### src/hdl/hbc_pkg.sv
// Shared types, constants and codes for the hue blob centroid block.
package hbc_pkg;

   localparam int FRAME_ROWS = 120;
   localparam int FRAME_COLS = 160;
   localparam int FRAME_SIZE = FRAME_ROWS * FRAME_COLS;

   localparam int ROW_W = (FRAME_ROWS > 1) ? $clog2(FRAME_ROWS) : 1;
   localparam int COL_W = (FRAME_COLS > 1) ? $clog2(FRAME_COLS) : 1;
   localparam int SUM_W = 22;
   localparam int CNT_W = 15;
   localparam int DIV_W = 15;   // divisor width of the shared divider
   localparam int REM_W = DIV_W + 1;
   localparam int QUO_W = 32;
   localparam int DIG_W = 4;    // digit counter width (up to eight 4-bit digits)

   localparam logic [CNT_W-1:0] COUNT_MAX = CNT_W'(32767);
   localparam logic [13:0]      HUE_SCALE = 14'd10723;
   localparam logic [7:0]       THRESHOLD_RESET = 8'd166;
   localparam logic [7:0]       OFFSET_RESET = 8'd158;

   // Register indexes on the configuration port
   localparam logic REG_HUE_THRESHOLD = 1'b0;
   localparam logic REG_COLUMN_OFFSET = 1'b1;

   // Sextant base codes: 0, 2 and 4 sextants
   localparam logic [1:0] BASE_RED   = 2'd0;
   localparam logic [1:0] BASE_GREEN = 2'd1;
   localparam logic [1:0] BASE_BLUE  = 2'd2;

   typedef struct packed {
      logic       valid;    // no two channels tie
      logic       last;
      logic       neg;      // sign of the hue numerator
      logic [7:0] num_mag;  // |numerator|
      logic [7:0] den;      // max - min
      logic [1:0] base;
   } pix_type;

   typedef struct packed {
      logic             start;
      logic [REM_W-1:0] rem_init;
      logic [QUO_W-1:0] dividend;
      logic [DIV_W-1:0] divisor;
      logic [DIG_W-1:0] digits;
   } div_req_type;

   typedef enum logic [3:0] {
      ST_IDLE,
      ST_HDIV,
      ST_MUL,
      ST_ACC,
      ST_FIN,
      ST_RDIV,
      ST_CDIV,
      ST_FDIV,
      ST_EMIT
   } back_state_type;

endpackage

### src/hdl/hbc_front.sv
// Front end: unpacks a BGR565 beat (red in bits 4:0) and classifies its hue sextant.
module hbc_front import hbc_pkg::*; (
   input  logic [15:0] pixel,
   input  logic        frame_last,
   output pix_type     pix
);

   logic [7:0] r, g, b;

   always_comb begin
      r = {pixel[4:0], 3'b000};
      g = {pixel[10:5], 2'b00};
      b = {pixel[15:11], 3'b000};
      pix = '0;
      pix.last = frame_last;
      pix.valid = 1'b1;
      // pick numerator, span and base from the channel order
      if (r > b && b > g) begin
         pix.neg = 1'b1; pix.num_mag = b - g; pix.den = r - g; pix.base = BASE_RED;
      end else if (r > g && g > b) begin
         pix.neg = 1'b0; pix.num_mag = g - b; pix.den = r - b; pix.base = BASE_RED;
      end else if (g > r && r > b) begin
         pix.neg = 1'b1; pix.num_mag = r - b; pix.den = g - b; pix.base = BASE_GREEN;
      end else if (g > b && b > r) begin
         pix.neg = 1'b0; pix.num_mag = b - r; pix.den = g - r; pix.base = BASE_GREEN;
      end else if (b > r && r > g) begin
         pix.neg = 1'b0; pix.num_mag = r - g; pix.den = b - g; pix.base = BASE_BLUE;
      end else if (b > g && g > r) begin
         pix.neg = 1'b1; pix.num_mag = g - r; pix.den = b - r; pix.base = BASE_BLUE;
      end else begin
         pix.valid = 1'b0;
      end
   end

endmodule

### src/hdl/hbc_queue.sv
// Two-entry queue between the classifying front end and the back end.
module hbc_queue import hbc_pkg::*; (
   input  logic    clock,
   input  logic    reset,
   input  logic    wr_en,
   input  pix_type wr_data,
   output logic    full,
   input  logic    rd_en,
   output pix_type rd_data,
   output logic    empty
);

   pix_type    mem_ff [2];
   logic       wr_ptr_ff, wr_ptr_in;
   logic       rd_ptr_ff, rd_ptr_in;
   logic [1:0] cnt_ff, cnt_in;
   logic       do_wr, do_rd;

   assign full    = (cnt_ff == 2'd2);
   assign empty   = (cnt_ff == 2'd0);
   assign rd_data = mem_ff[rd_ptr_ff];
   assign do_wr   = wr_en && !full;
   assign do_rd   = rd_en && !empty;

   // advance pointers and fill level
   always_comb begin
      wr_ptr_in = do_wr ? ~wr_ptr_ff : wr_ptr_ff;
      rd_ptr_in = do_rd ? ~rd_ptr_ff : rd_ptr_ff;
      cnt_in    = cnt_ff + {1'b0, do_wr} - {1'b0, do_rd};
   end

   always_ff @(posedge clock) begin
      if (reset) begin
         wr_ptr_ff <= 1'b0;
         rd_ptr_ff <= 1'b0;
         cnt_ff    <= 2'd0;
      end else begin
         wr_ptr_ff <= wr_ptr_in;
         rd_ptr_ff <= rd_ptr_in;
         cnt_ff    <= cnt_in;
      end
   end

   // store the beat
   always_ff @(posedge clock) begin
      if (do_wr) begin
         mem_ff[wr_ptr_ff] <= wr_data;
      end
   end

endmodule

### src/hdl/hbc_divider.sv
// Shared restoring divider, four quotient bits per cycle.
module hbc_divider import hbc_pkg::*; (
   input  logic             clock,
   input  logic             reset,
   input  div_req_type      req,
   output logic             done,
   output logic [QUO_W-1:0] quotient
);

   logic [REM_W-1:0] rem_ff, rem_in;
   logic [QUO_W-1:0] sh_ff, sh_in;
   logic [QUO_W-1:0] quo_ff, quo_in;
   logic [DIV_W-1:0] dvs_ff;
   logic [DIG_W-1:0] cnt_ff, cnt_in;
   logic             done_ff, done_in;

   assign done     = done_ff;
   assign quotient = quo_ff;

   // four shift-and-subtract steps per digit
   always_comb begin
      logic [REM_W-1:0] r;
      logic [QUO_W-1:0] s;
      logic [QUO_W-1:0] q;
      r = rem_ff;
      s = sh_ff;
      q = quo_ff;
      for (int i = 0; i < 4; i++) begin
         r = {r[REM_W-2:0], s[QUO_W-1]};
         s = {s[QUO_W-2:0], 1'b0};
         if (r >= {1'b0, dvs_ff}) begin
            r = r - {1'b0, dvs_ff};
            q = {q[QUO_W-2:0], 1'b1};
         end else begin
            q = {q[QUO_W-2:0], 1'b0};
         end
      end
      rem_in  = r;
      sh_in   = s;
      quo_in  = q;
      cnt_in  = cnt_ff - DIG_W'(1);
      done_in = (cnt_ff == DIG_W'(1));
   end

   always_ff @(posedge clock) begin
      if (reset) begin
         cnt_ff  <= '0;
         done_ff <= 1'b0;
      end else if (req.start) begin
         cnt_ff  <= req.digits;
         done_ff <= 1'b0;
      end else if (cnt_ff != '0) begin
         cnt_ff  <= cnt_in;
         done_ff <= done_in;
      end else begin
         done_ff <= 1'b0;
      end
   end

   always_ff @(posedge clock) begin
      if (req.start) begin
         rem_ff <= req.rem_init;
         sh_ff  <= req.dividend;
         quo_ff <= '0;
         dvs_ff <= req.divisor;
      end else if (cnt_ff != '0) begin
         rem_ff <= rem_in;
         sh_ff  <= sh_in;
         quo_ff <= quo_in;
      end
   end

endmodule

### src/hdl/hbc_back.sv
// Back end: hue scaling, threshold, accumulation and end-of-frame results.
module hbc_back import hbc_pkg::*; (
   input  logic        clock,
   input  logic        reset,
   input  pix_type     q_data,
   input  logic        q_empty,
   output logic        q_pop,
   input  logic [7:0]  hue_threshold,
   input  logic [7:0]  column_offset,
   output logic        empty,
   input  logic        pop,
   output logic [6:0]  rsp_centroid_row,
   output logic [7:0]  rsp_centroid_col,
   output logic [14:0] rsp_hit_total,
   output logic [15:0] rsp_fill_ratio,
   output logic        rsp_empty_frame
);

   back_state_type   state_ff, state_in;
   pix_type          pix_ff;
   logic [15:0]      mag_ff;
   logic [32:0]      prod_ff;
   logic [ROW_W-1:0] row_ff, row_in;
   logic [COL_W-1:0] col_ff, col_in;
   logic [SUM_W-1:0] row_sum_ff, row_sum_in;
   logic [SUM_W-1:0] col_sum_ff, col_sum_in;
   logic [CNT_W-1:0] hit_ff, hit_in;
   logic [6:0]       res_row_ff;
   logic [7:0]       res_col_ff;
   logic [15:0]      res_ratio_ff;
   logic             out_full_ff, out_full_in;
   div_req_type      dreq;
   logic             div_done;
   logic [QUO_W-1:0] div_quo;
   logic signed [20:0] s_val;
   logic [18:0]      s_pos;
   logic [9:0]       rot_sum;
   logic [COL_W-1:0] rot_col;
   logic             hit;
   logic             clear_frame;

   hbc_divider u_div (
      .clock    (clock),
      .reset    (reset),
      .req      (dreq),
      .done     (div_done),
      .quotient (div_quo)
   );

   // signed sextant position in Q.16, folded into the positive range
   always_comb begin
      logic signed [20:0] base_v;
      case (pix_ff.base)
         BASE_RED:   base_v = 21'sd0;
         BASE_GREEN: base_v = 21'sd131072;
         BASE_BLUE:  base_v = 21'sd262144;
         default:    base_v = 21'sd0;
      endcase
      s_val = pix_ff.neg ? base_v - $signed({5'b0, mag_ff}) : base_v + $signed({5'b0, mag_ff});
      if (s_val < 0) begin
         s_val = s_val + 21'sd393216;
      end
      s_pos = s_val[18:0];
   end

   // rotate the column modulo the frame width
   always_comb begin
      rot_sum = 10'(col_ff) + 10'(column_offset);
      if (rot_sum >= 10'(2 * FRAME_COLS)) begin
         rot_sum = rot_sum - 10'(2 * FRAME_COLS);
      end else if (rot_sum >= 10'(FRAME_COLS)) begin
         rot_sum = rot_sum - 10'(FRAME_COLS);
      end
      rot_col = rot_sum[COL_W-1:0];
   end

   assign hit = pix_ff.valid && (prod_ff[32:24] > {1'b0, hue_threshold}) && (hit_ff < COUNT_MAX);

   // sequencer
   always_comb begin
      state_in    = state_ff;
      q_pop       = 1'b0;
      dreq        = '0;
      out_full_in = out_full_ff && !pop;
      clear_frame = 1'b0;
      row_sum_in  = row_sum_ff;
      col_sum_in  = col_sum_ff;
      hit_in      = hit_ff;
      row_in      = row_ff;
      col_in      = col_ff;
      case (state_ff)
         ST_IDLE: begin
            if (!q_empty) begin
               q_pop = 1'b1;
               if (q_data.valid) begin
                  dreq.start    = 1'b1;
                  dreq.rem_init = REM_W'(q_data.num_mag);
                  dreq.dividend = '0;
                  dreq.divisor  = DIV_W'(q_data.den);
                  dreq.digits   = DIG_W'(4);
                  state_in      = ST_HDIV;
               end else begin
                  state_in = ST_ACC;
               end
            end
         end
         ST_HDIV: begin
            if (div_done) begin
               state_in = ST_MUL;
            end
         end
         ST_MUL: begin
            state_in = ST_ACC;
         end
         ST_ACC: begin
            if (hit) begin
               row_sum_in = row_sum_ff + SUM_W'(row_ff);
               col_sum_in = col_sum_ff + SUM_W'(rot_col);
               hit_in     = hit_ff + CNT_W'(1);
            end
            if (col_ff == COL_W'(FRAME_COLS - 1)) begin
               col_in = '0;
               row_in = (row_ff == ROW_W'(FRAME_ROWS - 1)) ? '0 : row_ff + ROW_W'(1);
            end else begin
               col_in = col_ff + COL_W'(1);
            end
            state_in = pix_ff.last ? ST_FIN : ST_IDLE;
         end
         ST_FIN: begin
            if (hit_ff == '0) begin
               state_in = ST_EMIT;
            end else begin
               dreq.start    = 1'b1;
               dreq.rem_init = '0;
               dreq.dividend = {2'b00, row_sum_ff, 8'h00};
               dreq.divisor  = DIV_W'(hit_ff);
               dreq.digits   = DIG_W'(6);
               state_in      = ST_RDIV;
            end
         end
         ST_RDIV: begin
            if (div_done) begin
               dreq.start    = 1'b1;
               dreq.rem_init = '0;
               dreq.dividend = {2'b00, col_sum_ff, 8'h00};
               dreq.divisor  = DIV_W'(hit_ff);
               dreq.digits   = DIG_W'(6);
               state_in      = ST_CDIV;
            end
         end
         ST_CDIV: begin
            if (div_done) begin
               dreq.start    = 1'b1;
               dreq.rem_init = '0;
               dreq.dividend = {1'b0, hit_ff, 16'h0000};
               dreq.divisor  = DIV_W'(FRAME_SIZE);
               dreq.digits   = DIG_W'(8);
               state_in      = ST_FDIV;
            end
         end
         ST_FDIV: begin
            if (div_done) begin
               state_in = ST_EMIT;
            end
         end
         ST_EMIT: begin
            if (!out_full_ff) begin
               out_full_in = 1'b1;
               clear_frame = 1'b1;
               row_sum_in  = '0;
               col_sum_in  = '0;
               hit_in      = '0;
               row_in      = '0;
               col_in      = '0;
               state_in    = ST_IDLE;
            end
         end
         default: state_in = ST_IDLE;
      endcase
   end

   always_ff @(posedge clock) begin
      if (reset) begin
         state_ff    <= ST_IDLE;
         out_full_ff <= 1'b0;
         row_sum_ff  <= '0;
         col_sum_ff  <= '0;
         hit_ff      <= '0;
         row_ff      <= '0;
         col_ff      <= '0;
      end else begin
         state_ff    <= state_in;
         out_full_ff <= out_full_in;
         row_sum_ff  <= row_sum_in;
         col_sum_ff  <= col_sum_in;
         hit_ff      <= hit_in;
         row_ff      <= row_in;
         col_ff      <= col_in;
      end
   end

   // hold the working beat, quotients and product
   always_ff @(posedge clock) begin
      if (q_pop) begin
         pix_ff <= q_data;
      end
      if (state_ff == ST_HDIV && div_done) begin
         mag_ff <= div_quo[15:0];
      end
      if (state_ff == ST_MUL) begin
         prod_ff <= 33'(s_pos) * 33'(HUE_SCALE);
      end
      if (state_ff == ST_RDIV && div_done) begin
         res_row_ff <= div_quo[6:0];
      end
      if (state_ff == ST_CDIV && div_done) begin
         res_col_ff <= div_quo[7:0];
      end
      if (state_ff == ST_FDIV && div_done) begin
         res_ratio_ff <= (div_quo > QUO_W'(16'hFFFF)) ? 16'hFFFF : div_quo[15:0];
      end
   end

   // load the result register
   always_ff @(posedge clock) begin
      if (clear_frame) begin
         if (hit_ff == '0) begin
            rsp_centroid_row <= '0;
            rsp_centroid_col <= '0;
            rsp_hit_total    <= '0;
            rsp_fill_ratio   <= '0;
            rsp_empty_frame  <= 1'b1;
         end else begin
            rsp_centroid_row <= res_row_ff;
            rsp_centroid_col <= res_col_ff;
            rsp_hit_total    <= hit_ff;
            rsp_fill_ratio   <= res_ratio_ff;
            rsp_empty_frame  <= 1'b0;
         end
      end
   end

   assign empty = !out_full_ff;

`ifndef SYNTHESIS
   a_row_range: assert property (@(posedge clock) disable iff (reset)
      row_ff < ROW_W'(FRAME_ROWS)) else $error("row position out of range");
   a_col_range: assert property (@(posedge clock) disable iff (reset)
      col_ff < COL_W'(FRAME_COLS)) else $error("column position out of range");
   a_emit_loads: assert property (@(posedge clock) disable iff (reset)
      state_ff == ST_EMIT && !out_full_ff |=> out_full_ff && hit_ff == '0)
      else $error("result not loaded or frame not cleared");
   a_no_pop_busy: assert property (@(posedge clock) disable iff (reset)
      q_pop |-> state_ff == ST_IDLE) else $error("queue popped while busy");
`endif

endmodule

### src/hdl/hue_blob_centroid.sv
// Top level of the hue blob centroid: configuration registers and wiring.
//
// Input channel: one BGR565 pixel per beat in raster order, req_frame_last set
// on the last pixel of a frame; a beat is taken when push is high and full low.
// Result channel: one beat per frame (centroid row and column, hit total, fill
// ratio in Q0.16, empty-frame flag), shown while empty is low and taken by pop.
// Configuration: hue_threshold at byte address 0, column_offset at 4; write
// only while the block is idle.
// Back end: a pixel with a valid hue is fetched, divided on the 4-bit-per-cycle
// hue divider, multiplied and accumulated; a pixel with tied channels is fetched
// and accumulated. The next pixel is fetched only after the accumulate step. A
// two-entry queue after the classifier absorbs input bursts.
// Frame end: after the accumulate step of the last pixel, the row, column and
// fill-ratio divisions run in turn on the shared divider before the result is
// posted; an empty frame skips the divisions.
// If the receiver stalls, the result waits in its output register; the back end
// keeps taking pixels until the next frame end has to be posted, then the queue fills.
// Reset: sums, count and position clear, registers return to 166 and 158.
module hue_blob_centroid import hbc_pkg::*; (
   input  logic        clock,
   input  logic        reset,
   input  logic        push,
   output logic        full,
   input  logic [15:0] req_pixel,
   input  logic        req_frame_last,
   output logic        empty,
   input  logic        pop,
   output logic [6:0]  rsp_centroid_row,
   output logic [7:0]  rsp_centroid_col,
   output logic [14:0] rsp_hit_total,
   output logic [15:0] rsp_fill_ratio,
   output logic        rsp_empty_frame,
   input  logic        psel,
   input  logic        penable,
   input  logic        pwrite,
   input  logic [2:0]  paddr,
   input  logic [31:0] pwdata,
   output logic [31:0] prdata,
   output logic        pready
);

   logic [7:0] thr_ff, off_ff;
   pix_type    front_pix;
   pix_type    q_data;
   logic       q_empty, q_pop;
   logic       cfg_wr;

   assign pready = 1'b1;
   assign cfg_wr = psel && penable && pwrite && pready;

   // configuration registers
   always_ff @(posedge clock) begin
      if (reset) begin
         thr_ff <= THRESHOLD_RESET;
         off_ff <= OFFSET_RESET;
      end else if (cfg_wr) begin
         case (paddr[2])
            REG_HUE_THRESHOLD: thr_ff <= pwdata[7:0];
            REG_COLUMN_OFFSET: off_ff <= pwdata[7:0];
            default: ;
         endcase
      end
   end

   always_comb begin
      case (paddr[2])
         REG_HUE_THRESHOLD: prdata = {24'h0, thr_ff};
         REG_COLUMN_OFFSET: prdata = {24'h0, off_ff};
         default:           prdata = '0;
      endcase
   end

   hbc_front u_front (
      .pixel      (req_pixel),
      .frame_last (req_frame_last),
      .pix        (front_pix)
   );

   hbc_queue u_queue (
      .clock   (clock),
      .reset   (reset),
      .wr_en   (push),
      .wr_data (front_pix),
      .full    (full),
      .rd_en   (q_pop),
      .rd_data (q_data),
      .empty   (q_empty)
   );

   hbc_back u_back (
      .clock            (clock),
      .reset            (reset),
      .q_data           (q_data),
      .q_empty          (q_empty),
      .q_pop            (q_pop),
      .hue_threshold    (thr_ff),
      .column_offset    (off_ff),
      .empty            (empty),
      .pop              (pop),
      .rsp_centroid_row (rsp_centroid_row),
      .rsp_centroid_col (rsp_centroid_col),
      .rsp_hit_total    (rsp_hit_total),
      .rsp_fill_ratio   (rsp_fill_ratio),
      .rsp_empty_frame  (rsp_empty_frame)
   );

endmodule
### config.mk
export PLATFORM = sky130hd
export DESIGN_NAME = hue_blob_centroid
export DESIGN_NICKNAME = d
export VERILOG_FILES = /design/src/hdl/hbc_pkg.sv /design/src/hdl/hbc_front.sv /design/src/hdl/hbc_queue.sv /design/src/hdl/hbc_divider.sv /design/src/hdl/hbc_back.sv /design/src/hdl/hue_blob_centroid.sv
export SDC_FILE = /design/constraint.sdc
export NUM_CORES = 1
export LEC_CHECK = 0
export BUFFER_PORTS_ARGS = -buffer_cell sky130_fd_sc_hd__buf_2
export CORE_MARGIN = 2
export CORE_UTILIZATION = 25
export DETAILED_ROUTE_END_ITERATION = 7
export PLACE_DENSITY = 0.44
export SETUP_SLACK_MARGIN = 0.3
export SYNTH_ARGS = -nofsm -noshare
export SYNTH_HDL_FRONTEND = slang
export SYNTH_SLANG_ARGS = --single-unit
### constraint.sdc
create_clock -name clock -period 12 [get_ports clock]
set_input_delay 0.6 -clock clock [delete_from_list [all_inputs] [get_ports clock]]
set_output_delay 0.6 -clock clock [all_outputs]
set_load 0.05 [all_outputs]
# Word level (Yosys, flattened, before mapping)
# Memories as Yosys holds them, arrays and structs flattened. A register that Yosys moved wholly into a read port is not among the register bits.
# Cells that the tools add are included.
[word_totals] ff_bits=330 mem_count=1 ram_bits=42 input_bits=59
[op_classes] n_addsub=24 n_bitwise=4 multipliers=1 muxes=74 magnitude_cmp=16 n_eq_ne=22 reduce_logical=34
[mem_list] name="u_queue.mem_ff" words=2 width=21 read_ports=1 rd_clocked_by_memory_dff=1 wr=1 line="hbc_queue.sv:13" rtl="pix_type mem_ff [2];"
[op_table] cell="2-to-1 mux 68 bit" n=5
[op_table] cell="case mux 68 bit (4 select lines)" n=1
[op_table] cell="2-to-1 mux 19 bit" n=7
[op_table] cell="2-to-1 mux 15 bit" n=8
[op_table] cell="case mux 22 bit (2 select lines)" n=2
[op_table] cell="2-to-1 mux 22 bit" n=3
[op_table] cell=">= comparator 16 x 15 -> 1 bit" n=4
[op_table] cell="2-to-1 mux 32 bit" n=2
[op_table] cell="case mux 32 bit (2 select lines)" n=1
[op_table] cell="subtractor 15 bit" n=4
[op_table] cell="> comparator 8 bit" n=6
[op_table] cell="subtractor 8 bit" n=6
[op_table] cell="case mux 19 bit (2 select lines)" n=1
[op_table] cell="2-to-1 mux 4 bit" n=9
[op_table] cell="case mux 4 bit (9 select lines)" n=1
[op_table] cell="multiplier 19 x 14 -> 33 bit (second input constant)" n=1
[op_table] cell="> comparator 32 x 16 -> 1 bit (second input constant)" n=1
[op_table] cell="2-to-1 mux 8 bit" n=4
[op_table] cell="case mux 15 bit (2 select lines)" n=1
[op_table] cell="adder 22 x 7 -> 22 bit" n=1
[op_table] cell="adder 22 x 8 -> 22 bit" n=1
[op_table] cell="less-than comparator 21 x 1 -> 1 bit (second input constant)" n=1
[op_table] cell="2-to-1 mux 1 bit" n=21
[op_table] cell="2-to-1 mux 21 bit" n=1
[op_table] cell="43 further kinds" n=83

# Logic depth before layout (Yosys ltp)
# Gate-level depths: netlist of run 1.
[depth] word_depth=10 mapped_depth=49 ltp_nobuf=45

# Cells and area by module
# Synthesis of run 1 repeated with hierarchy kept, for this count alone.
[unflattened] hier_cells=2744 area_unflattened_um2=26944.6
[modules_own_cells] module="hbc_back" cells_each=1425 area_each_um2=14259.9 n_inst=1 seq_area_each_um2=4824.6
[modules_own_cells] module="hbc_divider" cells_each=834 area_each_um2=7861.3 n_inst=1 seq_area_each_um2=2602.5
[modules_own_cells] module="hbc_front" cells_each=289 area_each_um2=2087.0 n_inst=1 seq_area_each_um2=0.0
[modules_own_cells] module="hbc_queue" cells_each=92 area_each_um2=1741.7 n_inst=1 seq_area_each_um2=1361.3
[modules_own_cells] module="hue_blob_centroid" cells_each=104 area_each_um2=994.7 n_inst=1 seq_area_each_um2=320.3

# Least setup slack after synthesis of run 1
# No wires, ideal clock.
[synth_path] path_type="reg2reg" startpoint="register u_back.u_div.dvs_ff[1]" endpoint="register u_back.u_div.rem_ff[10], data pin" arrival_time_ps=8722 setup_time_ps=288 required_time_ps=11712 path_slack_ps=2990 synth_period_minus_slack_ps=9010 path_stages_with_launch=45 n_path_buf=6 cell_sequence="edfxtp_1 inv_1 fa_1 a211oi_2 o21ai_1 a31oi_2 a21o_1 buf_1 mux2i_1 inv_1 ha_1 nor2b_1 o21ai_1 nand2b_1 o221ai_2 a21oi_1 a211oi_2 and2_1 (+9 left out) nand2_1 clkbuf_1 a21oi_2 o22ai_1 ha_1 nor2b_1 o21ai_0 a21boi_0 o21ai_0 a211oi_1 o31ai_1 nand2b_1 nand4_1 nand4_1 buf_6 buf_8 mux2i_1 nor2_1"
[synth_between] elab_chain_cells=10
[synth_lines] item="start: declaration" line="hbc_divider.sv:13" rtl="logic [DIV_W-1:0] dvs_ff;"
[synth_lines] item="start signal: assignment" line="hbc_divider.sv:65" rtl="dvs_ff <= req.divisor;"
[synth_lines] item="subtractor 15 bit or >= comparator 16 x 15 -> 1 bit (tied branches)" line="hbc_divider.sv:32, hbc_divider.sv:31"
[synth_lines] item="2-to-1 mux 15 bit" line="hbc_divider.sv:31" rtl="if (r >= {1'b0, dvs_ff}) begin"
[synth_lines] item="subtractor 15 bit or >= comparator 16 x 15 -> 1 bit (tied branches)" line="hbc_divider.sv:32, hbc_divider.sv:31"
[synth_lines] item="2-to-1 mux 15 bit" line="hbc_divider.sv:31"
[synth_lines] item="subtractor 15 bit or >= comparator 16 x 15 -> 1 bit (tied branches)" line="hbc_divider.sv:32, hbc_divider.sv:31"
[synth_lines] item="2-to-1 mux 15 bit" line="hbc_divider.sv:31"
[synth_lines] item="subtractor 15 bit or >= comparator 16 x 15 -> 1 bit (tied branches)" line="hbc_divider.sv:32, hbc_divider.sv:31"
[synth_lines] item="2-to-1 mux 15 bit *" line="hbc_divider.sv:31"
[synth_lines] item="2-to-1 mux 15 bit *" line="hbc_divider.sv:66" rtl="end else if (cnt_ff != '0) begin"
[synth_lines] item="2-to-1 mux 15 bit *" line="hbc_divider.sv:61" rtl="if (req.start) begin"
[synth_lines] item="end signal: assignment" line="hbc_divider.sv:62" rtl="rem_ff <= req.rem_init;"
[synth_lines] item="end signal: assignment" line="hbc_divider.sv:67" rtl="rem_ff <= rem_in;"
[synth_lines] item="end: declaration" line="hbc_divider.sv:10" rtl="logic [REM_W-1:0] rem_ff, rem_in;"
# Every way passes the cells marked *; elsewhere a longest branch is shown, timed or not. The select of a mux whose other input is x is not followed.
# A chain may end at the register's enable or synchronous reset.

# Worst setup path after layout of run 1
[layout_path] startpoint="register u_back.u_div.dvs_ff[1]" endpoint="register u_back.u_div.rem_ff[12], data pin"
# Same word-level chain as after synthesis.

==> results of run 1 <==
==> synth_stat cells (18+ instances only) <==
library cell | instances | area, um2
sky130_fd_sc_hd__nand4_1 | 31 | 194
sky130_fd_sc_hd__a21o_1 | 39 | 293
sky130_fd_sc_hd__and2_1 | 42 | 263
sky130_fd_sc_hd__nand2_1 | 227 | 852
sky130_fd_sc_hd__mux2i_1 | 37 | 370
sky130_fd_sc_hd__nand2b_1 | 21 | 131
sky130_fd_sc_hd__or3_1 | 18 | 113
sky130_fd_sc_hd__xnor2_1 | 77 | 674
sky130_fd_sc_hd__o21ai_0 | 104 | 521
sky130_fd_sc_hd__fa_1 | 101 | 2020
sky130_fd_sc_hd__nor2b_1 | 27 | 169
sky130_fd_sc_hd__and3_1 | 21 | 131
sky130_fd_sc_hd__a222oi_1 | 20 | 200
sky130_fd_sc_hd__clkbuf_1 | 78 | 293
sky130_fd_sc_hd__o22ai_1 | 20 | 125
sky130_fd_sc_hd__edfxtp_1 | 196 | 5890
sky130_fd_sc_hd__ha_1 | 272 | 3400
sky130_fd_sc_hd__or2_2 | 22 | 138
sky130_fd_sc_hd__nor2_1 | 211 | 792
sky130_fd_sc_hd__inv_1 | 251 | 942
sky130_fd_sc_hd__xor2_1 | 62 | 543
sky130_fd_sc_hd__nor3_1 | 36 | 180
sky130_fd_sc_hd__buf_4 | 25 | 188
sky130_fd_sc_hd__dfxtp_1 | 137 | 2740
sky130_fd_sc_hd__a21oi_1 | 156 | 781
sky130_fd_sc_hd__nand3_1 | 45 | 225
==> flip-flops by register name, summed over array words and instances, names as in the netlist, 9 cells and up, named ones only <==
register,flops
u_back.hit_ff,15
u_back.u_div.rem_ff,15
u_back.mag_ff,16
u_back.u_div.quotient,32
u_back.u_div.sh_ff,24
u_back.col_sum_ff,22
u_back.res_ratio_ff,16
u_back.rsp_fill_ratio,16
u_back.rsp_hit_total,15
u_back.row_sum_ff,22
u_back.prod_ff,9
u_back.u_div.dvs_ff,15
u_queue.mem_ff,34
==> how the worst max path moves through the flow <==
stage,end,slack (ns),cells after the start,startpoint
floorplan,u_back.u_div.rem_ff[10]$_SDFFCE_PP0P_,2.99,44,u_back.u_div.dvs_ff[1]$_DFFE_PP_
global placement,u_back.u_div.rem_ff[4]$_DFFE_PP_,1.25,44,u_back.u_div.dvs_ff[1]$_DFFE_PP_
detailed placement,u_back.u_div.rem_ff[3]$_DFFE_PP_,1.15,44,u_back.u_div.dvs_ff[1]$_DFFE_PP_
CTS,u_back.u_div.rem_ff[3]$_DFFE_PP_,1.09,44,u_back.u_div.dvs_ff[1]$_DFFE_PP_
global route,u_back.u_div.rem_ff[3]$_DFFE_PP_,0.57,45,u_back.u_div.dvs_ff[1]$_DFFE_PP_
finish,u_back.u_div.rem_ff[12]$_SDFFCE_PP0P_,1.53,45,u_back.u_div.dvs_ff[1]$_DFFE_PP_
==> per-layer routing <==
| metal | GRT usage (%) | wire [um] | part of all wire (%) | up-vias |
|---|---|---|---|---|
| met5 | 0 | 12 | 0.019 | - |
| met4 | 3.02 | 1120 | 1.7 | 2 |
| met3 | 1.33 | 1840 | 2.9 | 65 |
| met2 | 22.3 | 30700 | 48 | 265 |
| met1 | 17.9 | 30800 | 48 | 8470 |
| li1 | - | - | - | 8919 |
==> critical path, delay by kind of cell (launching register included) <==
kind	cells	cell delay [ns]
compound gates	20	4.62
fa+ha+maj	4	1.69
buf+inv	7	1.01
flops	1	0.51
mux	2	0.64
simple gates	12	1.72
==> timing repair <==
item                                    in CTS  in global routing
endpoints found under the hold margin        0                  0
gates resized for setup                      0                  1
endpoints found under the setup margin       0                  8
setup buffers                                0                  6
==> logic make-up after synthesis <==
logic type      count (synthesis)  share of synthesized area, %
fa+ha+maj                     373                          22.5
other cells                     2                        0.0311
compound gates                507                          13.8
flops                         333                          35.8
mux                            47                          2.00
xor+xnor                      139                          5.05
simple gates                  744                          14.5
buf+inv                       369                          6.24
==> cells in the final DEF, fill, tap and decap left out, drive strengths merged, types with 31 or more instances in the layout <==
master and n:
ha 272, inv 254, nand2 227, nor2 211, edfxtp 196, a21oi 160
dfxtp 137, buf 133, o21ai 110, fa 101, xnor2 77, xor2 62
nand3 46, clkbuf 44, and2 43, a21o 39, mux2i 37, nor3 36
nand4 31
==> area by class of cell <==
class | instances | area [um2]
fillers | 10200 | 68100
multi-input cells | 1835 | 14100
flip-flops and latches | 333 | 8630
well taps | 1265 | 1580
clock buffers | 44 | 983
inverters | 252 | 946
repair buffers | 133 | 776
clock inverters | 24 | 198
==> stage by stage <==
stage               std cells  setup WS, ns  area [um2]
floorplan                2537          2.99       24200
global placement         3812          1.25       26000
detailed placement       3812          1.15       26000
CTS                      3880          1.09       27200
global route             3886         0.568       27200
finish                   3886          1.53       27200
==> run summary, run 1 <==
* **cell count of the worst reg-to-reg path** 45
* **Synth-to-Final Area Change** 13.0%
* **Netlist Area Pre-Place** 24100 um2
* **category of the most critical setup path** reg2reg
* **area of the core region** 95300 um2
* **crit path time final** 10.47 ns
* **Post-synth EDFFs** 196
* **sequential-to-total area share from yosys stat** 35.8%
* **initial detailed-routing violation count** 1069
* **post-layout utilization of the core** 28.6%
* **class of the tightest hold or removal check** in2reg
* **largest net degree at the start of global routing** 68
* **average wire per standard cell** 16.6 um
* **Num Clock Sinks** 333
* **number of failing hold endpoints at the final stage** 0
* **Worst EP required** 12.28 ns
* **number of antenna violations at the first check in global routing** 2
* **RD Place Congestion** 0.805
* **clock-pin slew on the worst setup and hold paths** 0.06 ns
* **initial standard-cell utilization of the core** 25.3%
* **Crit. End Element** flip-flop
* **overall global routing resource usage** 13.1%
* **dominant register cell in the synthesized netlist** sky130_fd_sc_hd__edfxtp_1
* **Vert. Die Dim** 315 um
* **number of nets with antenna violations after detailed routing** 0
* **fraction of layout instances using a drive strength above 1** 9.46%
* **total of flip-flops plus latches after synthesis** 333
* **library cells used by synthesis** 84
* **outcome** finished clean
* **hold bufs inserted after CTS** 0
* **die outline area** 99000 um2
* **nets** 3024
* **total half-perimeter wirelength after legalization and detailed placement** 48600 um
* **Chip Width** 315 um
* **data arrival time of the critical path** 10.75 ns
* **via count normalized by instance count** 4.56
* **number of cells on the worst hold path** 2
* **max-cap check violation count** 0
* **number of buffers created by CTS** 37
* **number of standard-cell rows in the floorplan** 113
* **crit start category** flip-flop
* **Reg2Reg Capture Point** u_back.u_div.rem_ff[12]$_SDFFCE_PP0P_
* **FF-to-FF Start** u_back.u_div.dvs_ff[1]$_DFFE_PP_
* **clock latency of the later-clocked register in the worst-skew pair** 0.56 ns
* **maximum achievable frequency** 95.5 MHz
* **relative max-transition margin** 21.8%
* **post-synthesis average cell area** 9.59 um2
* **master cell of the clock root buffer** sky130_fd_sc_hd__clkbuf_16
* **setup repair after global routing missed its margin** no
* **ports placed on the boundary** 141
* **number of global-route vias before repair** 17700
* **I/O Buffers** 89
* **hold path endpoint** thr_ff[7]$_SDFFE_PP1P_
* **peak fanout along the critical path** 13
* **number of H-tree levels** 2
* **TritonCTS clock tree** built
* **Setup violations, final** 0
* **worst-margin pin slew** 1.17 ns
* **worst min-delay path startpoint** pwdata[7]
* **post-synthesis cell count** 2514
* **delay of the slowest cell on the worst path** 0.51 ns
* **Pins Over Slew Limit** 0
* **DRC Markers** 0
* **tightest hold margin** 0.258 ns
* **wire length of the first global-routing pass** 102000 um
* **total grt overflow** 0
* **setup TNS after final layout** 0 ns
* **total wire length after detailed routing** 64400 um
* **router iterations before antenna repair** 6
* **Period Utilization, post-route** 87.2%
* **maximum buffer depth of the clock tree** 3
* **vias** 17700
* **# diodes** 0
* **critical-path cell with the highest stage delay** sky130_fd_sc_hd__edfxtp_1
* **setup slack of the most critical reg-to-reg path** 1.53 ns
* **fraction of registers with async set or reset after synthesis** 0%
* **number of warnings reported in the yosys synthesis log** 0
* **worst clock skew on the final layout** 0.0326 ns
Power of run 1 is not shown: default switching activity piles up to over one toggle a cycle in this logic, so the estimate is an artifact.
==> run 2, diff against run 1 <==
--- a/config.mk
+++ b/config.mk
@@ -6,10 +6,9 @@
 export NUM_CORES = 1
 export LEC_CHECK = 0
 export BUFFER_PORTS_ARGS = -buffer_cell sky130_fd_sc_hd__buf_2
-export CORE_MARGIN = 2
 export CORE_UTILIZATION = 25
 export DETAILED_ROUTE_END_ITERATION = 7
-export PLACE_DENSITY = 0.44
+export PLACE_DENSITY = 0.5
 export SETUP_SLACK_MARGIN = 0.3
 export SYNTH_ARGS = -nofsm -noshare
 export SYNTH_HDL_FRONTEND = slang
==> run summary, run 2 (same netlist as run 1, synthesis figures left out) <==
* **total grt overflow** 0, unchanged
* **fraction of layout instances using a drive strength above 1** 8.96%, -0.50 points
* **peak fanout along the critical path** 13, unchanged
* **overall global routing resource usage** 12.6%, -0.55 points
* **setup slack of the most critical reg-to-reg path** 1.49 ns, -0.05 ns
* **Pins Over Slew Limit** 0, unchanged
* **number of H-tree levels** 2, unchanged
* **initial detailed-routing violation count** 1067, -0.19%
* **average wire per standard cell** 15.8 um, -4.5%
* **Num Clock Sinks** 333, unchanged
* **relative max-transition margin** 28.5%, +6.7 points
* **area of the core region** 95300 um2, unchanged
* **TritonCTS clock tree** built
* **setup repair after global routing missed its margin** no
* **max-cap check violation count** 0, unchanged
* **crit path from** u_back.u_div.dvs_ff[1]$_DFFE_PP_
* **number of buffers created by CTS** 35, -5.4%
* **maximum buffer depth of the clock tree** 3, unchanged
* **Worst EP required** 12.38 ns, +0.10 ns
* **number of standard-cell rows in the floorplan** 113, unchanged
* **cell count of the worst reg-to-reg path** 44, -2.2%
* **Most flops, register** u_queue.mem_ff
* **via count normalized by instance count** 4.58, +0.39%
* **number of failing hold endpoints at the final stage** 0, unchanged
* **Finished Cell Area** 27100 um2, -0.62%
* **most common cell after layout, fill and taps aside** sky130_fd_sc_hd__ha_1
* **initial standard-cell utilization of the core** 25.3%, unchanged
* **number of global-route vias before repair** 17400, -1.7%
* **fin worst setup slack** 1.49 ns, -0.0463 ns
* **post-placement worst setup slack** 1.50 ns, +0.350 ns
* **DRC Markers** 0, unchanged
* **FF-to-FF Start** u_back.u_div.dvs_ff[1]$_DFFE_PP_
* **master cell of the clock root buffer** sky130_fd_sc_hd__clkbuf_16
* **post-CTS repair timing setup buffer count** 0, unchanged
* **RD Place Congestion** 0.848, +5.3%
* **setup TNS after final layout** 0 ns, unchanged
* **clock latency of the later-clocked register in the worst-skew pair** 0.55 ns, about the same
* **Setup violations, final** 0, unchanged
* **ports placed on the boundary** 141, unchanged
* **number of filler instances in the final layout** 10100, -0.67%
* **die outline area** 97700 um2, -1.3%
* **# diodes** 0, unchanged
* **crit path time final** 10.51 ns, +0.0463 ns
* **number of instances in the placed design** 3812, unchanged
* **hold bufs inserted after CTS** 0, unchanged
* **Period Utilization, post-route** 87.6%, +0.39 points
* **number of nets with antenna violations after detailed routing** 0, unchanged
* **I/O Buffers** 89, unchanged
* **Crit. End Element** flip-flop
* **total wire length after detailed routing** 61400 um, -4.7%
* **Synth-to-Final Area Change** 12.3%
* **Reg2Reg Capture Point** u_back.u_div.rem_ff[6]$_DFFE_PP_
* **Vert. Die Dim** 313 um, -0.64%
* **post-route insts no fill** 3876, -0.26%
* **vias** 17700, +0.13%
* **maximum achievable frequency** 95.1 MHz, -0.44%
* **total half-perimeter wirelength after legalization and detailed placement** 46100 um, -5.2%
* **clock-pin slew on the worst setup and hold paths** 0.06 ns, about the same
* **number of antenna violations at the first check in global routing** 2, unchanged
* **Post-DP Area** 26000 um2, about the same
* **worst clock skew on the final layout** 0.0295 ns, -0.00310 ns
* **outcome** finished clean
* **worst-margin pin slew** 1.06 ns, -0.105 ns
* **delay of the slowest cell on the worst path** 0.50 ns, about the same
* **data arrival time of the critical path** 10.89 ns, +0.14 ns
* **commonest cells after routing, fill and taps aside** 272 x sky130_fd_sc_hd__ha_1, 251 x sky130_fd_sc_hd__inv_1, 226 x sky130_fd_sc_hd__nand2_1
* **nets** 3016, -0.26%
* **wire length of the first global-routing pass** 98000 um, -4.2%
* **largest net degree at the start of global routing** 64, -5.9%
* **capture point of the critical path** u_back.u_div.rem_ff[6]$_DFFE_PP_
* **# resized after CTS** 0, unchanged
* **category of the most critical setup path** reg2reg
* **router iterations before antenna repair** 6, unchanged
* **crit start category** flip-flop
* **flip-flop count of the largest register, all copies and words added** 34, unchanged
* **Chip Width** 313 um, -0.64%
* **critical-path cell with the highest stage delay** sky130_fd_sc_hd__edfxtp_1
* **class of the tightest hold or removal check** in2reg
## run 2: changes by cell type in the layout (fill, tap and decap cells not counted), moves of 4 or more
cell,delta
sky130_fd_sc_hd__xnor2_2,-4
sky130_fd_sc_hd__buf_4,-7
sky130_fd_sc_hd__clkbuf_1,+4
sky130_fd_sc_hd__xnor2_1,+4
sky130_fd_sc_hd__clkinv_1,-6
sky130_fd_sc_hd__clkinv_2,+4
## run 2: metrics by stage
stage | hold WS, ns | util (%)
after floorplan | 0.432 | -
after global placement | 0.441 | 27.3
after detailed placement | 0.444 | 27.3
after CTS | 0.201 | 28.4
after global routing | 0.213 | 28.4
final | 0.241 | 28.4
## run 2: how the worst min path moves through the flow
stage | start | endpoint | slack [ns] | cells after the start
finish | req_frame_last | u_queue.mem_ff[0][19]$_DFFE_PP_ | 0.24 | 1
global route | req_frame_last | u_queue.mem_ff[1][19]$_DFFE_PP_ | 0.21 | 1
CTS | req_frame_last | u_queue.mem_ff[1][19]$_DFFE_PP_ | 0.20 | 1
detailed placement | u_back.u_div.quotient[31]$_SDFFE_PP0N_ | u_back.u_div.quotient[31]$_SDFFE_PP0N_ | 0.44 | 2
global placement | u_back.u_div.quotient[31]$_SDFFE_PP0N_ | u_back.u_div.quotient[31]$_SDFFE_PP0N_ | 0.44 | 2
floorplan | u_back.u_div.quotient[30]$_SDFFE_PP0N_ | u_back.u_div.quotient[30]$_SDFFE_PP0N_ | 0.43 | 2
## run 2: final cells by class
class                      count  area (um2)  share of cell area [%]
timing repair buffer         127         743                    2.75
tap                         1265        1580                    5.85
sequential                   333        8630                    31.9
inverter                     252         946                    3.49
clock inverter                16        91.3                   0.337
multi-input combinational   1835       14100                    52.1
clock buffer                  48         987                    3.65
## run 2: worst max-delay path: cells and delay by family (launching register included)
| kind | cells | cell delay [ns] |
|---|---|---|
| and+or+nand+nor | 11 | 1.99 |
| AOI/OAI and AO/OA | 21 | 4.61 |
| adders and majority gates | 4 | 1.69 |
| buffers and inverters | 6 | 0.90 |
| DFF | 1 | 0.50 |
| muxes | 2 | 0.63 |
## run 2: layer usage
layer | global-route usage [%] | wire length, um
met3 | 1.31 | 1770
met5 | 0 | 0
met4 | 3.47 | 1370
met2 | 21.6 | 29700
met1 | 16.6 | 28600
Power of run 2 is left out for the same reason.
==> run 3, diff against run 2 <==
--- a/config.mk
+++ b/config.mk
@@ -5,10 +5,11 @@
 export SDC_FILE = /design/constraint.sdc
 export NUM_CORES = 1
 export LEC_CHECK = 0
+export ABC_AREA = 1
 export BUFFER_PORTS_ARGS = -buffer_cell sky130_fd_sc_hd__buf_2
 export CORE_UTILIZATION = 25
 export DETAILED_ROUTE_END_ITERATION = 7
-export PLACE_DENSITY = 0.5
+export PLACE_DENSITY = 0.49
 export SETUP_SLACK_MARGIN = 0.3
 export SYNTH_ARGS = -nofsm -noshare
 export SYNTH_HDL_FRONTEND = slang
==> run summary, run 3 <==
* **fraction of registers with async set or reset after synthesis** 0%, unchanged
* **number of H-tree levels** 2, unchanged
* **vias** 20600, +16%
* **Worst EP required** 12.42 ns, +0.04 ns
* **fraction of layout instances using a drive strength above 1** 8.66%, -0.31 points
* **number of standard-cell rows in the floorplan** 117, +3.5%
* **Chip Width** 324 um, +3.6%
* **area of the core region** 102000 um2, +7.2%
* **total of flip-flops plus latches after synthesis** 333, unchanged
* **dominant register cell in the synthesized netlist** sky130_fd_sc_hd__edfxtp_1
* **RD Place Congestion** 0.867, +2.3%
* **DRC Markers** 0, unchanged
* **largest cells by area after synthesis** sky130_fd_sc_hd__edfxtp_1 23%, sky130_fd_sc_hd__ha_1 13%, sky130_fd_sc_hd__dfxtp_1 11%
* **nets** 3647, +21%
* **# resized after CTS** 0, unchanged
* **clock-pin slew on the worst setup and hold paths** 0.06 ns, about the same
* **busiest grt layer** met2
* **peak fanout along the critical path** 22, +9
* **average wire per standard cell** 15.1 um, -4.5%
* **flip-flop count of the largest register, all copies and words added** 34, unchanged
* **most common cell type on the critical path** sky130_fd_sc_hd__nand2_1
* **Vert. Die Dim** 324 um, +3.6%
* **ports placed on the boundary** 141, unchanged
* **Pins Over Slew Limit** 0, unchanged
* **router iterations before antenna repair** 5, -1
* **number of antenna violations at the first check in global routing** 3, +1
* **TritonCTS clock tree** built
* **number of buffers created by CTS** 39, +11%
* **number of failing hold endpoints at the final stage** 0, unchanged
* **Synth-to-Final Area Change** 12.1%
* **I/O Buffers** 89, unchanged
* **class of the tightest hold or removal check** in2reg
* **overall global routing resource usage** 13.4%, +0.79 points
* **count leader, synth** sky130_fd_sc_hd__nand2_1
* **critical-path cell with the highest stage delay** sky130_fd_sc_hd__nand3_1
* **Num Clock Sinks** 333, unchanged
* **Netlist Area Pre-Place** 25900 um2, +7.4%
* **number of nets with antenna violations after detailed routing** 0, unchanged
* **number of global-route vias before repair** 19900, +14%
* **worst clock skew on the final layout** 0.0177 ns, -0.0117 ns
* **post-synthesis cell count** 3141, +25%
* **post-synthesis average cell area** 8.24 um2, -14%
* **Post-DP Area** 27700 um2, +6.8%
* **fin worst setup slack** 2.25 ns, +0.770 ns
* **top cell type by total area after synthesis** sky130_fd_sc_hd__edfxtp_1
* **setup TNS after final layout** 0 ns, unchanged
* **largest net degree at the start of global routing** 49, -23%
* **master cell of the clock root buffer** sky130_fd_sc_hd__clkbuf_16
* **Post-synth EDFFs** 196, unchanged
* **setup repair after global routing missed its margin** no
* **post-CTS repair timing setup buffer count** 0, unchanged
* **total half-perimeter wirelength after legalization and detailed placement** 54200 um, +18%
* **initial standard-cell utilization of the core** 25.3%, +0.032 points
* **total wire length after detailed routing** 69800 um, +14%
* **die outline area** 105000 um2, +7.3%
* **post-placement worst setup slack** 2.20 ns, +0.698 ns
* **global routing met3 resource utilization** 1.85%, +0.55 points
* **number of warnings reported in the yosys synthesis log** 0, unchanged
* **commonest cells after routing, fill and taps aside** 592 x sky130_fd_sc_hd__nand2_1, 511 x sky130_fd_sc_hd__inv_1, 272 x sky130_fd_sc_hd__ha_1
* **delay of the slowest cell on the worst path** 0.79 ns, +0.29 ns
* **maximum buffer depth of the clock tree** 3, unchanged
* **category of the most critical setup path** reg2reg
* **Finished Cell Area** 29000 um2, +7.2%
* **hold bufs inserted after CTS** 0, unchanged
* **# diodes** 0, unchanged
* **Period Utilization, post-route** 81.2%, -6.4 points
* **leading cell types by count after synthesis** 592 x sky130_fd_sc_hd__nand2_1, 511 x sky130_fd_sc_hd__inv_1, 272 x sky130_fd_sc_hd__ha_1, 234 x sky130_fd_sc_hd__nor2_1, 222 x sky130_fd_sc_hd__a21oi_1
* **most common cell after layout, fill and taps aside** sky130_fd_sc_hd__nand2_1
* **max-cap check violation count** 0, unchanged
* **sequential-to-total area share from yosys stat** 33.3%, -2.5 points
* **worst-margin pin slew** 1.10 ns, +0.0365 ns
* **library cells used by synthesis** 69, -18%
* **total grt overflow** 0, unchanged
* **wire length of the first global-routing pass** 110000 um, +13%
* **Setup violations, final** 0, unchanged
* **met1 Use GR** 19.7%, +3.0 points
* **maximum achievable frequency** 103 MHz, +7.9%
* **Crit. End Element** flip-flop
* **global-route track usage on met2** 20.6%, -1.1 points
* **data arrival time of the critical path** 10.16 ns, -0.73 ns
* **outcome** finished clean
* **initial detailed-routing violation count** 1323, +24%
* **crit start category** flip-flop
* **setup slack of the most critical reg-to-reg path** 2.25 ns, +0.77 ns
* **Most flops, register** u_queue.mem_ff
* **share of the synthesized area in the top cell type** 22.7%, -1.7 points
* **via count normalized by instance count** 4.47, -2.3%
* **crit path time final** 9.75 ns, -0.770 ns
* **clock latency of the later-clocked register in the worst-skew pair** 0.57 ns, +0.02 ns
* **relative max-transition margin** 26.4%, -2.2 points
==> run 3: final cells by class <==
class	count	area, um2
fill	11100	73200
multi-input combinational	2195	14800
sequential	333	8630
inverter	533	2000
tap	1368	1710
clock buffer	53	1050
timing repair buffer	113	626
clock inverter	19	233
==> run 3: worst max-delay path: cells and delay by family (launching register included) <==
kind / cells / cell delay (ns)
flip-flops: 1 / 0.51
AO/OA/AOI/OAI: 11 / 2.09
AND/OR/NAND/NOR: 22 / 4.30
adder cells (fa/ha/maj): 4 / 1.41
buffers and inverters: 6 / 1.24
==> run 3: stage by stage <==
step                      utilization, %  cells  hold WS [ns]
after floorplan                        -   3164         0.408
after global placement              27.2   4542         0.419
after detailed placement            27.2   4542         0.419
after CTS                           28.4   4614         0.202
after global routing                28.4   4614         0.217
final                               28.4   4614         0.235
==> run 3: routing by layer <==
metal | up-vias | share of wire [%]
li1 | 10500 | -
met1 | 9667 | 50
met2 | 411 | 43
met3 | 70 | 4.9
met4 | 2 | 1.7
met5 | - | 0.016
==> run 3: kinds of logic (layout without fill, tap and decap cells) <==
group / Yosys count / after routing / share of synthesized area (%)
and+or+nand+nor: 1127 / 1127 / 19.1
buffers and inverters: 636 / 718 / 10.0
AOI/OAI and AO/OA: 542 / 542 / 12.1
adders and majority gates: 373 / 373 / 21.0
DFF: 333 / 333 / 33.3
xor gates and xnor gates: 114 / 114 / 3.86
muxes: 14 / 14 / 0.594
other: 2 / 25 / 0.0290
==> run 3: path summary, 6_finish.rpt <==
path / start / to / depth (start not counted)
worst min-delay path: req_frame_last / u_queue.mem_ff[1][19]$_DFFE_PP_ / 1
worst max register to register: u_back.u_div.dvs_ff[1]$_DFFE_PP_ / u_back.u_div.quotient[0]$_SDFFE_PP0N_ / 43
worst min register to register: u_back.u_div.quotient[9]$_SDFFE_PP0N_ / u_back.mag_ff[9]$_DFFE_PP_ / 0
worst max-delay path: u_back.u_div.dvs_ff[1]$_DFFE_PP_ / u_back.u_div.quotient[0]$_SDFFE_PP0N_ / 43
Power of run 3 is left out for the same reason.
